===== config.mk =====
export PLATFORM = sky130hd
export DESIGN_NAME = bitmap_field_store
export DESIGN_NICKNAME = d
export VERILOG_FILES = /design/src/sv/bfs_pkg.sv /design/src/sv/bfs_ctrl.sv /design/src/sv/bfs_dp.sv /design/src/sv/bitmap_field_store.sv
export VERILOG_INCLUDE_DIRS = /design/src /design/src/sv
export SDC_FILE = /design/constraint.sdc
export NUM_CORES = 2
export LEC_CHECK = 0
export BUFFER_PORTS_ARGS = -buffer_cell sky130_fd_sc_hd__buf_2
export CELL_PAD_IN_SITES_DETAIL_PLACEMENT = 0
export CELL_PAD_IN_SITES_GLOBAL_PLACEMENT = 1
export CORE_AREA = 2 2 494 496
export DETAILED_ROUTE_END_ITERATION = 12
export DIE_AREA = 0 0 496 498
export GPL_ROUTABILITY_DRIVEN = 0
export PLACE_DENSITY = 0.61
export REMOVE_ABC_BUFFERS = 1
export SYNTH_ARGS = -nofsm -noshare
export SYNTH_HDL_FRONTEND = slang
export SYNTH_SLANG_ARGS = --single-unit

===== constraint.sdc =====
create_clock -name clock -period 16.2 [get_ports clock]
set_input_delay 0.81 -clock clock [delete_from_list [all_inputs] [get_ports clock]]
set_output_delay 0.81 -clock clock [all_outputs]
set_load 0.1 [all_outputs]

===== src/sv/assert_macros.svh =====
// assertion macros shared by the bitmap field store modules
`ifndef ASSERT_MACROS_SVH
`define ASSERT_MACROS_SVH

`ifndef ASSERT_OFF

// property must hold at every rising edge outside reset
`define BFS_ASSERT(lbl, clk, rst, prop, msg) \
   lbl: assert property (@(posedge clk) disable iff (rst) prop) else $error(msg);

// condition must never be seen at a rising edge outside reset
`define BFS_ASSERT_NEVER(lbl, clk, rst, cond, msg) \
   lbl: assert property (@(posedge clk) disable iff (rst) !(cond)) else $error(msg);

`else

`define BFS_ASSERT(lbl, clk, rst, prop, msg)
`define BFS_ASSERT_NEVER(lbl, clk, rst, cond, msg)

`endif

`endif


===== src/sv/bfs_pkg.sv =====
// shared constants, op codes and control types of the bitmap field store
package bfs_pkg;

   // storage organization (word size a power of two)
   localparam int WORD_BITS   = 32;
   localparam int DEPTH_WORDS = 64;
   localparam int FIELD_BITS  = 64;

   localparam int POS_W    = $clog2(WORD_BITS);
   localparam int ADDR_W   = $clog2(DEPTH_WORDS);
   localparam int CAP_BITS = WORD_BITS * DEPTH_WORDS;

   // words a field can touch and the width of the field gather buffer
   localparam int SPAN_WORDS = (WORD_BITS - 1 + FIELD_BITS - 1) / WORD_BITS + 1;
   localparam int SPAN_W     = (SPAN_WORDS > 1) ? $clog2(SPAN_WORDS) : 1;
   localparam int ACC_W      = SPAN_WORDS * WORD_BITS;

   // port widths
   localparam int OP_W   = 2;
   localparam int BIT_W  = 11;
   localparam int LEN_W  = 12;
   localparam int DATA_W = 64;
   localparam int SUM_W  = LEN_W + 1;

   localparam logic [LEN_W-1:0] LEN_RESET = LEN_W'(2048);

   // request codes
   localparam logic [OP_W-1:0] OP_READ  = 2'd0;
   localparam logic [OP_W-1:0] OP_WRITE = 2'd1;
   localparam logic [OP_W-1:0] OP_SET   = 2'd2;
   localparam logic [OP_W-1:0] OP_CLEAR = 2'd3;

   typedef struct packed {
      logic load;
      logic check;
      logic rd;
      logic modify;
   } bfs_cmd_type;

   typedef struct packed {
      logic err;
      logic last;
   } bfs_stat_type;

endpackage


===== src/sv/bfs_ctrl.sv =====
// sequencing state machine of the bitmap field store
`include "assert_macros.svh"

module bfs_ctrl (
   input  logic                   clock,
   input  logic                   reset,
   input  logic                   start,
   input  bfs_pkg::bfs_stat_type  stat,
   output bfs_pkg::bfs_cmd_type   cmd,
   output logic                   busy,
   output logic                   rsp_valid
);

   localparam logic [2:0] ST_IDLE  = 3'd0;
   localparam logic [2:0] ST_CHECK = 3'd1;
   localparam logic [2:0] ST_READ  = 3'd2;
   localparam logic [2:0] ST_MOD   = 3'd3;
   localparam logic [2:0] ST_RESP  = 3'd4;

   logic [2:0] state_ff;
   logic [2:0] state_in;

   always_comb begin
      state_in = state_ff;
      cmd      = '0;
      case (state_ff)
         ST_IDLE: begin
            cmd.load = start;
            if (start) begin
               state_in = ST_CHECK;
            end
         end
         ST_CHECK: begin
            cmd.check = 1'b1;
            state_in  = stat.err ? ST_RESP : ST_READ;
         end
         ST_READ: begin
            cmd.rd   = 1'b1;
            state_in = ST_MOD;
         end
         ST_MOD: begin
            cmd.modify = 1'b1;
            state_in   = stat.last ? ST_RESP : ST_READ;
         end
         ST_RESP: begin
            state_in = ST_IDLE;
         end
         default: begin
            state_in = ST_IDLE;
         end
      endcase
   end

   always_ff @(posedge clock) begin
      if (reset) begin
         state_ff <= ST_IDLE;
      end else begin
         state_ff <= state_in;
      end
   end

   assign busy      = (state_ff != ST_IDLE);
   assign rsp_valid = (state_ff == ST_RESP);

   `BFS_ASSERT(a_accept_busy, clock, reset, (start && !busy) |=> busy, "accept did not go busy")
   `BFS_ASSERT(a_resp_ends, clock, reset, rsp_valid |=> !busy, "response not followed by idle")
   `BFS_ASSERT(a_mod_after_rd, clock, reset, cmd.modify |-> $past(cmd.rd), "modify without read")

endmodule


===== src/sv/bfs_dp.sv =====
// word store, range check and bit merge datapath of the bitmap field store
`include "assert_macros.svh"

module bfs_dp (
   input  logic                            clock,
   input  logic                            reset,
   input  bfs_pkg::bfs_cmd_type            cmd,
   output bfs_pkg::bfs_stat_type           stat,
   input  logic [bfs_pkg::OP_W-1:0]        req_type,
   input  logic [bfs_pkg::BIT_W-1:0]       req_start_bit,
   input  logic [bfs_pkg::LEN_W-1:0]       req_run_length,
   input  logic [bfs_pkg::DATA_W-1:0]      req_write_data,
   input  logic                            csr_write_en,
   input  logic [bfs_pkg::LEN_W-1:0]       csr_write_data,
   output logic [bfs_pkg::DATA_W-1:0]      rsp_read_data,
   output logic                            rsp_range_error
);

   localparam int W = bfs_pkg::WORD_BITS;
   localparam logic [W-1:0] ONES = '1;

   // word store with per-word valid bits (invalid reads as zero)
   logic [W-1:0]                   mem [bfs_pkg::DEPTH_WORDS];
   logic [bfs_pkg::DEPTH_WORDS-1:0] valid_ff;
   logic [bfs_pkg::DEPTH_WORDS-1:0] valid_in;

   logic [bfs_pkg::LEN_W-1:0]  len_cfg_ff, len_cfg_in;
   logic [bfs_pkg::OP_W-1:0]   op_ff, op_in;
   logic [bfs_pkg::BIT_W-1:0]  start_ff, start_in;
   logic [bfs_pkg::LEN_W-1:0]  len_ff, len_in;
   logic [bfs_pkg::DATA_W-1:0] data_ff, data_in;
   logic                       err_ff, err_in;
   logic [bfs_pkg::ADDR_W-1:0] cur_word_ff, cur_word_in;
   logic [bfs_pkg::ADDR_W-1:0] first_word_ff, first_word_in;
   logic [bfs_pkg::ADDR_W-1:0] last_word_ff, last_word_in;
   logic [bfs_pkg::POS_W-1:0]  end_pos_ff, end_pos_in;
   logic [bfs_pkg::SPAN_W-1:0] k_ff, k_in;
   logic [bfs_pkg::ACC_W-1:0]  acc_ff, acc_in;
   logic [W-1:0]               rdata_ff;
   logic                       rvalid_ff;

   logic [bfs_pkg::LEN_W-1:0]  eff_len;
   logic [bfs_pkg::SUM_W-1:0]  end_sum;
   logic [bfs_pkg::SUM_W-1:0]  end_bit;
   logic                       err_calc;
   logic                       is_field;
   logic [bfs_pkg::POS_W-1:0]  lo_pos, hi_pos;
   logic [W-1:0]               mask, old_word, new_word;
   logic [bfs_pkg::ACC_W-1:0]  wspan;
   logic                       mem_we;

   // range check on the captured request
   always_comb begin
      if (32'(len_cfg_ff) > bfs_pkg::CAP_BITS) begin
         eff_len = bfs_pkg::LEN_W'(bfs_pkg::CAP_BITS);
      end else begin
         eff_len = len_cfg_ff;
      end
      is_field = op_ff inside {bfs_pkg::OP_READ, bfs_pkg::OP_WRITE};
      end_sum  = bfs_pkg::SUM_W'(start_ff) + bfs_pkg::SUM_W'(len_ff);
      end_bit  = end_sum - bfs_pkg::SUM_W'(1);
      err_calc = (len_ff == '0) ||
                 (is_field && (32'(len_ff) > bfs_pkg::FIELD_BITS)) ||
                 (end_sum > bfs_pkg::SUM_W'(eff_len));
   end

   // bit mask and merge for the current word
   always_comb begin
      lo_pos   = (cur_word_ff == first_word_ff) ? start_ff[bfs_pkg::POS_W-1:0] : '0;
      hi_pos   = (cur_word_ff == last_word_ff) ? end_pos_ff : '1;
      mask     = (ONES << lo_pos) & (ONES >> (bfs_pkg::POS_W'(W - 1) - hi_pos));
      old_word = rvalid_ff ? rdata_ff : '0;
      wspan    = bfs_pkg::ACC_W'(data_ff) << start_ff[bfs_pkg::POS_W-1:0];
      case (op_ff)
         bfs_pkg::OP_WRITE: new_word = (old_word & ~mask) | (wspan[k_ff*W +: W] & mask);
         bfs_pkg::OP_SET:   new_word = old_word | mask;
         bfs_pkg::OP_CLEAR: new_word = old_word & ~mask;
         default:           new_word = old_word;
      endcase
      mem_we = cmd.modify && (op_ff != bfs_pkg::OP_READ);
   end

   always_comb begin
      len_cfg_in    = csr_write_en ? csr_write_data : len_cfg_ff;
      op_in         = cmd.load ? req_type : op_ff;
      start_in      = cmd.load ? req_start_bit : start_ff;
      len_in        = cmd.load ? req_run_length : len_ff;
      data_in       = cmd.load ? req_write_data : data_ff;
      err_in        = err_ff;
      cur_word_in   = cur_word_ff;
      first_word_in = first_word_ff;
      last_word_in  = last_word_ff;
      end_pos_in    = end_pos_ff;
      k_in          = k_ff;
      acc_in        = acc_ff;
      valid_in      = valid_ff;
      if (cmd.check) begin
         err_in        = err_calc;
         first_word_in = bfs_pkg::ADDR_W'(start_ff >> bfs_pkg::POS_W);
         cur_word_in   = bfs_pkg::ADDR_W'(start_ff >> bfs_pkg::POS_W);
         last_word_in  = bfs_pkg::ADDR_W'(end_bit >> bfs_pkg::POS_W);
         end_pos_in    = end_bit[bfs_pkg::POS_W-1:0];
         k_in          = '0;
         acc_in        = '0;
      end
      if (cmd.modify) begin
         cur_word_in = cur_word_ff + bfs_pkg::ADDR_W'(1);
         if (is_field && (32'(k_ff) < bfs_pkg::SPAN_WORDS - 1)) begin
            k_in = k_ff + bfs_pkg::SPAN_W'(1);
         end
         if (op_ff == bfs_pkg::OP_READ) begin
            acc_in[k_ff*W +: W] = old_word & mask;
         end else begin
            valid_in[cur_word_ff] = 1'b1;
         end
      end
   end

   always_ff @(posedge clock) begin
      if (reset) begin
         len_cfg_ff <= bfs_pkg::LEN_RESET;
         valid_ff   <= '0;
         err_ff     <= 1'b0;
      end else begin
         len_cfg_ff <= len_cfg_in;
         valid_ff   <= valid_in;
         err_ff     <= err_in;
      end
   end

   always_ff @(posedge clock) begin
      op_ff         <= op_in;
      start_ff      <= start_in;
      len_ff        <= len_in;
      data_ff       <= data_in;
      cur_word_ff   <= cur_word_in;
      first_word_ff <= first_word_in;
      last_word_ff  <= last_word_in;
      end_pos_ff    <= end_pos_in;
      k_ff          <= k_in;
      acc_ff        <= acc_in;
   end

   // memory port: registered read, single write
   always_ff @(posedge clock) begin
      if (cmd.rd) begin
         rdata_ff  <= mem[cur_word_ff];
         rvalid_ff <= valid_ff[cur_word_ff];
      end
      if (mem_we) begin
         mem[cur_word_ff] <= new_word;
      end
   end

   assign stat.err  = err_calc;
   assign stat.last = (cur_word_ff == last_word_ff);

   assign rsp_read_data   = ((op_ff == bfs_pkg::OP_READ) && !err_ff) ?
                            bfs_pkg::DATA_W'(acc_ff >> start_ff[bfs_pkg::POS_W-1:0]) : '0;
   assign rsp_range_error = err_ff;

   `BFS_ASSERT(a_walk_bound, clock, reset, cmd.modify |-> (cur_word_ff <= last_word_ff), "word walk past end")
   `BFS_ASSERT_NEVER(a_no_rd_on_err, clock, reset, cmd.rd && err_ff, "memory access on rejected request")

endmodule


===== src/sv/bitmap_field_store.sv =====
// top level of the bitmap field store: controller plus datapath
//
// Bit-array store of 64 words of 32 bits. A transaction is taken when start
// is high and busy is low; busy then stays high until the result has been
// shown. The result is on rsp_read_data / rsp_range_error for exactly one
// cycle with rsp_valid high, and the receiver cannot stall it. A request that
// passes the range check then walks the memory words it touches one by one
// (a field of up to 64 bits touches at most three words, a set or clear run
// of the whole array all 64). A rejected request goes from the check straight
// to the response. Each word is read in the READ state and merged and written
// back in the MOD state that follows. The user must write the length register
// through csr_write_en/csr_write_data only while the block is idle; the block
// itself does not enforce this. The register resets to 2048.
`include "assert_macros.svh"

module bitmap_field_store (
   input  logic                            clock,
   input  logic                            reset,
   // request transaction
   input  logic                            start,
   output logic                            busy,
   input  logic [bfs_pkg::OP_W-1:0]        req_type,
   input  logic [bfs_pkg::BIT_W-1:0]       req_start_bit,
   input  logic [bfs_pkg::LEN_W-1:0]       req_run_length,
   input  logic [bfs_pkg::DATA_W-1:0]      req_write_data,
   // response transaction
   output logic                            rsp_valid,
   output logic [bfs_pkg::DATA_W-1:0]      rsp_read_data,
   output logic                            rsp_range_error,
   // array length register
   input  logic                            csr_write_en,
   input  logic [bfs_pkg::LEN_W-1:0]       csr_write_data
);

   // command and status between controller and datapath
   bfs_pkg::bfs_cmd_type  cmd;
   bfs_pkg::bfs_stat_type stat;

   // controller: accept, check, read/modify per word, respond
   bfs_ctrl u_ctrl (
      .clock     (clock),
      .reset     (reset),
      .start     (start),
      .stat      (stat),
      .cmd       (cmd),
      .busy      (busy),
      .rsp_valid (rsp_valid)
   );

   // datapath: request capture, range check, word store, bit merge
   bfs_dp u_dp (
      .clock           (clock),
      .reset           (reset),
      .cmd             (cmd),
      .stat            (stat),
      .req_type        (req_type),
      .req_start_bit   (req_start_bit),
      .req_run_length  (req_run_length),
      .req_write_data  (req_write_data),
      .csr_write_en    (csr_write_en),
      .csr_write_data  (csr_write_data),
      .rsp_read_data   (rsp_read_data),
      .rsp_range_error (rsp_range_error)
   );

   // a response is always tied to an earlier accepted transaction
   `BFS_ASSERT(a_rsp_while_busy, clock, reset, rsp_valid |-> busy, "response while idle")

endmodule


# Word-level counts from Yosys, hierarchy flattened
# Memory sizes are Yosys's and may differ from the RTL's. A register that Yosys moved wholly into a read port is not among the register bits.
# Cells that the tools add are included.
# totals
register_bits,291
mem_bits_rw,2048
in_bits,105
output_inout_bits,67
elab_cells,99
memories,1
# mem_list
name,words,word_bits,rd,rd_ports_with_merged_regs,wr,line_no,rtl
u_dp.mem,64,32,1,1,1,bfs_dp.sv:23,logic [W-1:0] mem [bfs_pkg::DEPTH_WORDS];
# classes
addsub,6
n_lt_le_gt_ge,6
eq_ne,10
n_shift,7
mux,29
bitwise_logic,9
n_reduce_logical,16
# ops
cell,count
96-bit 2-to-1 mux,3
32-bit bitwise AND,4
96-bit bitwise mux,1
32-bit case mux with 3 select lines,1
32-bit by 34-bit variable shift with 96-bit output (first input constant),1
32-bit by 34-bit variable part select with 96-bit output,1
96-bit by 8-bit variable part select with 32-bit output,1
64-bit by 5-bit left shift with 96-bit output,1
96-bit by 5-bit right shift with 64-bit output,1
64-bit 2-to-1 mux,1
32-bit OR,2
64-bit OR,1
7-bit negator with 34-bit output,1
32-bit 2-to-1 mux,1
32-bit inverter,1
32-bit by 5-bit left shift with 32-bit output (first input constant),1
32-bit by 5-bit right shift with 32-bit output (first input constant),1
11-bit by 12-bit adder with 13-bit output,1
13-bit by 12-bit greater-than comparator with 1-bit output,1
6-bit == test,2
12-bit greater-than comparator (second input constant),1
12-bit by 7-bit greater-than comparator with 1-bit output (second input constant),1
12-bit logical NOT,1
12-bit 2-to-1 mux,1
30 further kinds,52

# Logic depth before layout (Yosys ltp)
# logic_depth
word_depth,10
mapped_depth,19
mapped_depth_nobuf,17

# Cells and area by module
# From an unflattened synthesis, not the netlist that was laid out.
# hier_totals
cells_unflattened,6336
hier_area_um2,99771.9
# by_module_without_submodules
module,instances,cells_each,area_each_um2,seq_area_each_um2
bfs_dp,1,6317,99604.3,69336.5
bfs_ctrl,1,19,167.7,60.1

# Worst setup path before layout
# OpenSTA, ideal clock, no wires.
# synth_timing
path_type,register to register
start,register u_ctrl.state_ff[1]
end,"register u_dp.data_ff[0] (netlist name), enable pin"
setup_ns,0.536
arrival_ns,5.060
required_ns,15.664
path_slack_ns,10.604
stages_incl_launch_ff,4
n_path_buf,1
period_less_slack_ns,5.596
path_cell_list,dfxtp_1 > clkbuf_1 > or3_1 > nor2_1
# synth_lines
element,line_no,rtl
"start, declared",bfs_ctrl.sv:20,logic [2:0] state_ff;
"start signal, assigned",bfs_ctrl.sv:58,state_ff <= state_in;
"end signal, assigned",bfs_dp.sv:135,data_ff <= data_in;
"end, declared",bfs_dp.sv:31,"logic [bfs_pkg::DATA_W-1:0] data_ff, data_in;"

# Worst setup path in the final report
# layout_timing
start,register u_dp.start_ff[0] (netlist name)
end,output rsp_read_data[46] (netlist name)
# layout_between
elab_chain_len,2
# layout_lines
element,line_no,rtl
"start, declared",bfs_dp.sv:29,"logic [bfs_pkg::BIT_W-1:0] start_ff, start_in;"
"start signal, assigned",bfs_dp.sv:133,start_ff <= start_in;
96-bit by 5-bit right shift with 64-bit output,bfs_dp.sv:159,bfs_pkg::DATA_W'(acc_ff >> start_ff[bfs_pkg::POS_W-1:0]) : '0;
64-bit 2-to-1 mux,bfs_dp.sv:158,assign rsp_read_data = ((op_ff == bfs_pkg::OP_READ) && !err_ff) ?
"end, declared",bitmap_field_store.sv:28,"output logic [bfs_pkg::DATA_W-1:0] rsp_read_data,"
# Every way passes these cells.

==> impl_metrics.yaml <==
sta:
  fmax_mhz: 176.5
  setup_viol: 0
  finalHoldViolCount: 0
  hold_slack_ns: 0.1537
  fin_skew_ns: 0.1353
  fin_crit_sh_pct: 34.98
  relSlewSlack_pct: 7.563
  finalCriticalPeriod_ns: 5.667
  drv_slew: 0
  worst_pin_slew_ns: 1.387
  setup_ws_ns: 10.53
  rsz0062_at_grt: "false"
flow_run:
  max_cap_viol_count: 0
drt:
  via_count: 60610
  final_antenna_net_count: 0
  wl_per_cell_um: 33.72
  drt-initial-drc-count: 7550
  dr.pass1.iters: 5
  wl_mm: 325.9
  avgViaCountPerCell: 6.271
  drc: 0
setup_path:
  crit_path_start_kind: "flip-flop"
  r2r_cells: 8
  path_max_fanout: 119
  critPathRequiredTime_ns: 15.39
  startpoint: "u_dp.start_ff[0]$_DFFE_PP_"
  rr_startpoint: "u_ctrl.state_ff[0]$_SDFFE_PP0P_"
  worstSetupPathType: "reg2out"
  end_kind: "primary output"
  arrival_ns: 4.86
hold_path:
  min_path_type: "in2reg"
  hold_depth: 1
  hold_start: "req_write_data[50]"
logic_synthesis:
  ys_ff_latch: 2370
  yosys_most_used_dff: "edfxtp_1"
  synth_edf_count: 2193
  yosysWarnings: 0
  seq_area_frac_synth_pct: 72.24
  avgSynthCellArea_um2: 15.71
  syn_inst: 6113
  synth_cell_types: 78
  async_reset_ff_share_pct: 0
  synth_area_mm2: 0.09606
place:
  dp_hpwl_mm: 192.0
  placed_cells: 9211
  io_buffers: 171
  place_ws_ns: 10.94
grt:
  grt_pass1_vias: 57000
  grt_max_degree: 120
  overflow: 0
  grt_util_all_layers_pct: 25.66
  grt_pass1_wl_mm: 452.9
  antenna_found_initial: 22
power_and_ir_drop:
  power.static_leakage_uw: 0.03443
  ir_drop_uv: 116.4
  p_per_area_mw_per_mm2: 127.2
cts:
  clk_pin_slew_ns: 0.07
  cts_max_level: 4
  clk_latency_ns: 0.93
  clk_path_buf_depth: 3
  holdBufCountCts: 0
  numCtsBuffers: 237
  cts-root-buf: "clkbuf_16"
  post-cts-setup-buffers: 0
  cts_sinks: 2370
  cts_tree: "built"
  cts_resized: 0
finish:
  nNetsFinal: 6382
  drive_gt1_share_pct: 16.74
  multi_input_comb_area_mm2: 0.02552
  fillers: 21220
  instances_no_fill: 9665
  final_common_cell: "edfxtp_1"
  area.growth.synth_to_final_pct: 13.68
  final_cell_mix: "edfxtp_1, a22oi_1, nor2_1"
  fin_util_pct: 45.15
  regArea_mm2: 0.06940
outcome:
  status: "finished, final reports clean"
floorplanning:
  die_h_um: 498
  start_util_pct: 39.72
  std_cell_rows: 181
  dieArea_mm2: 0.2470
  io_pins: 172
  core-area_mm2: 0.2419
  die_width_um: 496
## layer usage
layer,global-route usage (%),vias to the layer above,routed length (µm)
met5,0,-,46
met3,4.505,450,28520
li1,-,25480,-
met2,39.48,3054,149000
met4,8.566,10,11770
met1,36.79,31620,136600
## worst paths after layout
check / to / slack [ns]
hold reg to reg: u_dp.valid_ff[37]$_SDFFE_PP0P_ / 0.47
setup reg to reg: u_dp.mem[13][9]$_DFFE_PP_ / 10.89
setup / recovery: rsp_read_data[46] / 10.53
hold / removal: u_dp.data_ff[50]$_DFFE_PP_ / 0.15
## cell type report
class	count	area share (%)
antenna	7	0.01604
clock buffer	304	5.764
sequential	2370	63.55
multi-input combinational	3255	23.37
clock inverter	143	1.353
inverter	29	0.1054
timing repair buffer	355	2.175
tap	3202	3.669
## metrics by stage
stage | TNS, ns | area (µm²) | total power, µW
floorplan | -2978.16 | 94080 | 7972
global placement | 0 | 101400 | 8563
detailed placement | 0 | 101400 | 8578
CTS | 0 | 109200 | 13960
global route | 0 | 109200 | 14290
finish | 0 | 109200 | 13890
## synthesized netlist by cell type (all sizes together), types with 6 or more instances
cell    number  area share [%]
a211oi      17            0.13
a21o        12           0.094
a21oi      146            0.76
a221o        6           0.063
a221oi     230             2.1
a22o       288             2.6
a22oi      656             5.1
a31oi      249             1.6
and2         8           0.052
and3        24            0.16
buf        211             1.1
clkbuf     248            0.97
dfxtp      177             3.7
edfxtp    2193              69
ha          28            0.36
inv         27            0.11
mux2        92             1.1
mux2i      143             1.5
mux4       150             3.5
nand2      285             1.1
nand2b       9           0.059
nand3       65            0.34
nand4       57            0.37
nor2       353             1.4
nor2b       13           0.085
nor3        18           0.099
nor3b        9           0.070
nor4        53            0.36
o211ai      27            0.21
o21a        72            0.56
o21ai      111            0.58
o22ai        9           0.059
or2         15           0.098
or3         12           0.078
xnor2       23            0.21
xor2         8           0.073
## state kept, by name (all words and copies together), names as in the netlist
signal,cells
u_dp.mem,2048
u_dp.acc_ff,95
u_dp.data_ff,64
u_dp.valid_ff,64
u_dp.rdata_ff,32
u_dp.len_cfg_ff,12
u_dp.len_ff,12
u_dp.start_ff,11
u_dp.cur_word_ff,6
u_dp.first_word_ff,6
u_dp.last_word_ff,6
u_dp.end_pos_ff,5
u_ctrl.state_ff,3
u_dp.k_ff,2
u_dp.op_ff,2
u_dp.rsp_range_error,1
u_dp.rvalid_ff,1
## logic make-up after synthesis
logic type / Yosys count / share of synthesized area [%]
flops: 2370 / 72.24
compound gates: 1875 / 14.42
simple gates: 935 / 4.386
buf+inv: 488 / 2.177
mux: 385 / 6.106
xor+xnor: 31 / 0.2826
fa+ha+maj: 29 / 0.3856
## report_power, final
part | internal [µW] | switching, µW
registers | 6950 | 48.2
logic | 368 | 1090
clock network | 3050 | 2380
total | 10400 | 3520
## worst max-delay path: stages, from the launching register on
cell and delay (ns):
edfxtp_1 0.42, buf_12 0.58, buf_4 0.92, mux4_2 0.65, mux2_2 0.32, mux2i_1 0.37
nor2_1 0.09, nor2_1 0.12, nor2_1 0.05, buf_2 0.32
Note: power is estimated with default switching activity, not from simulation.
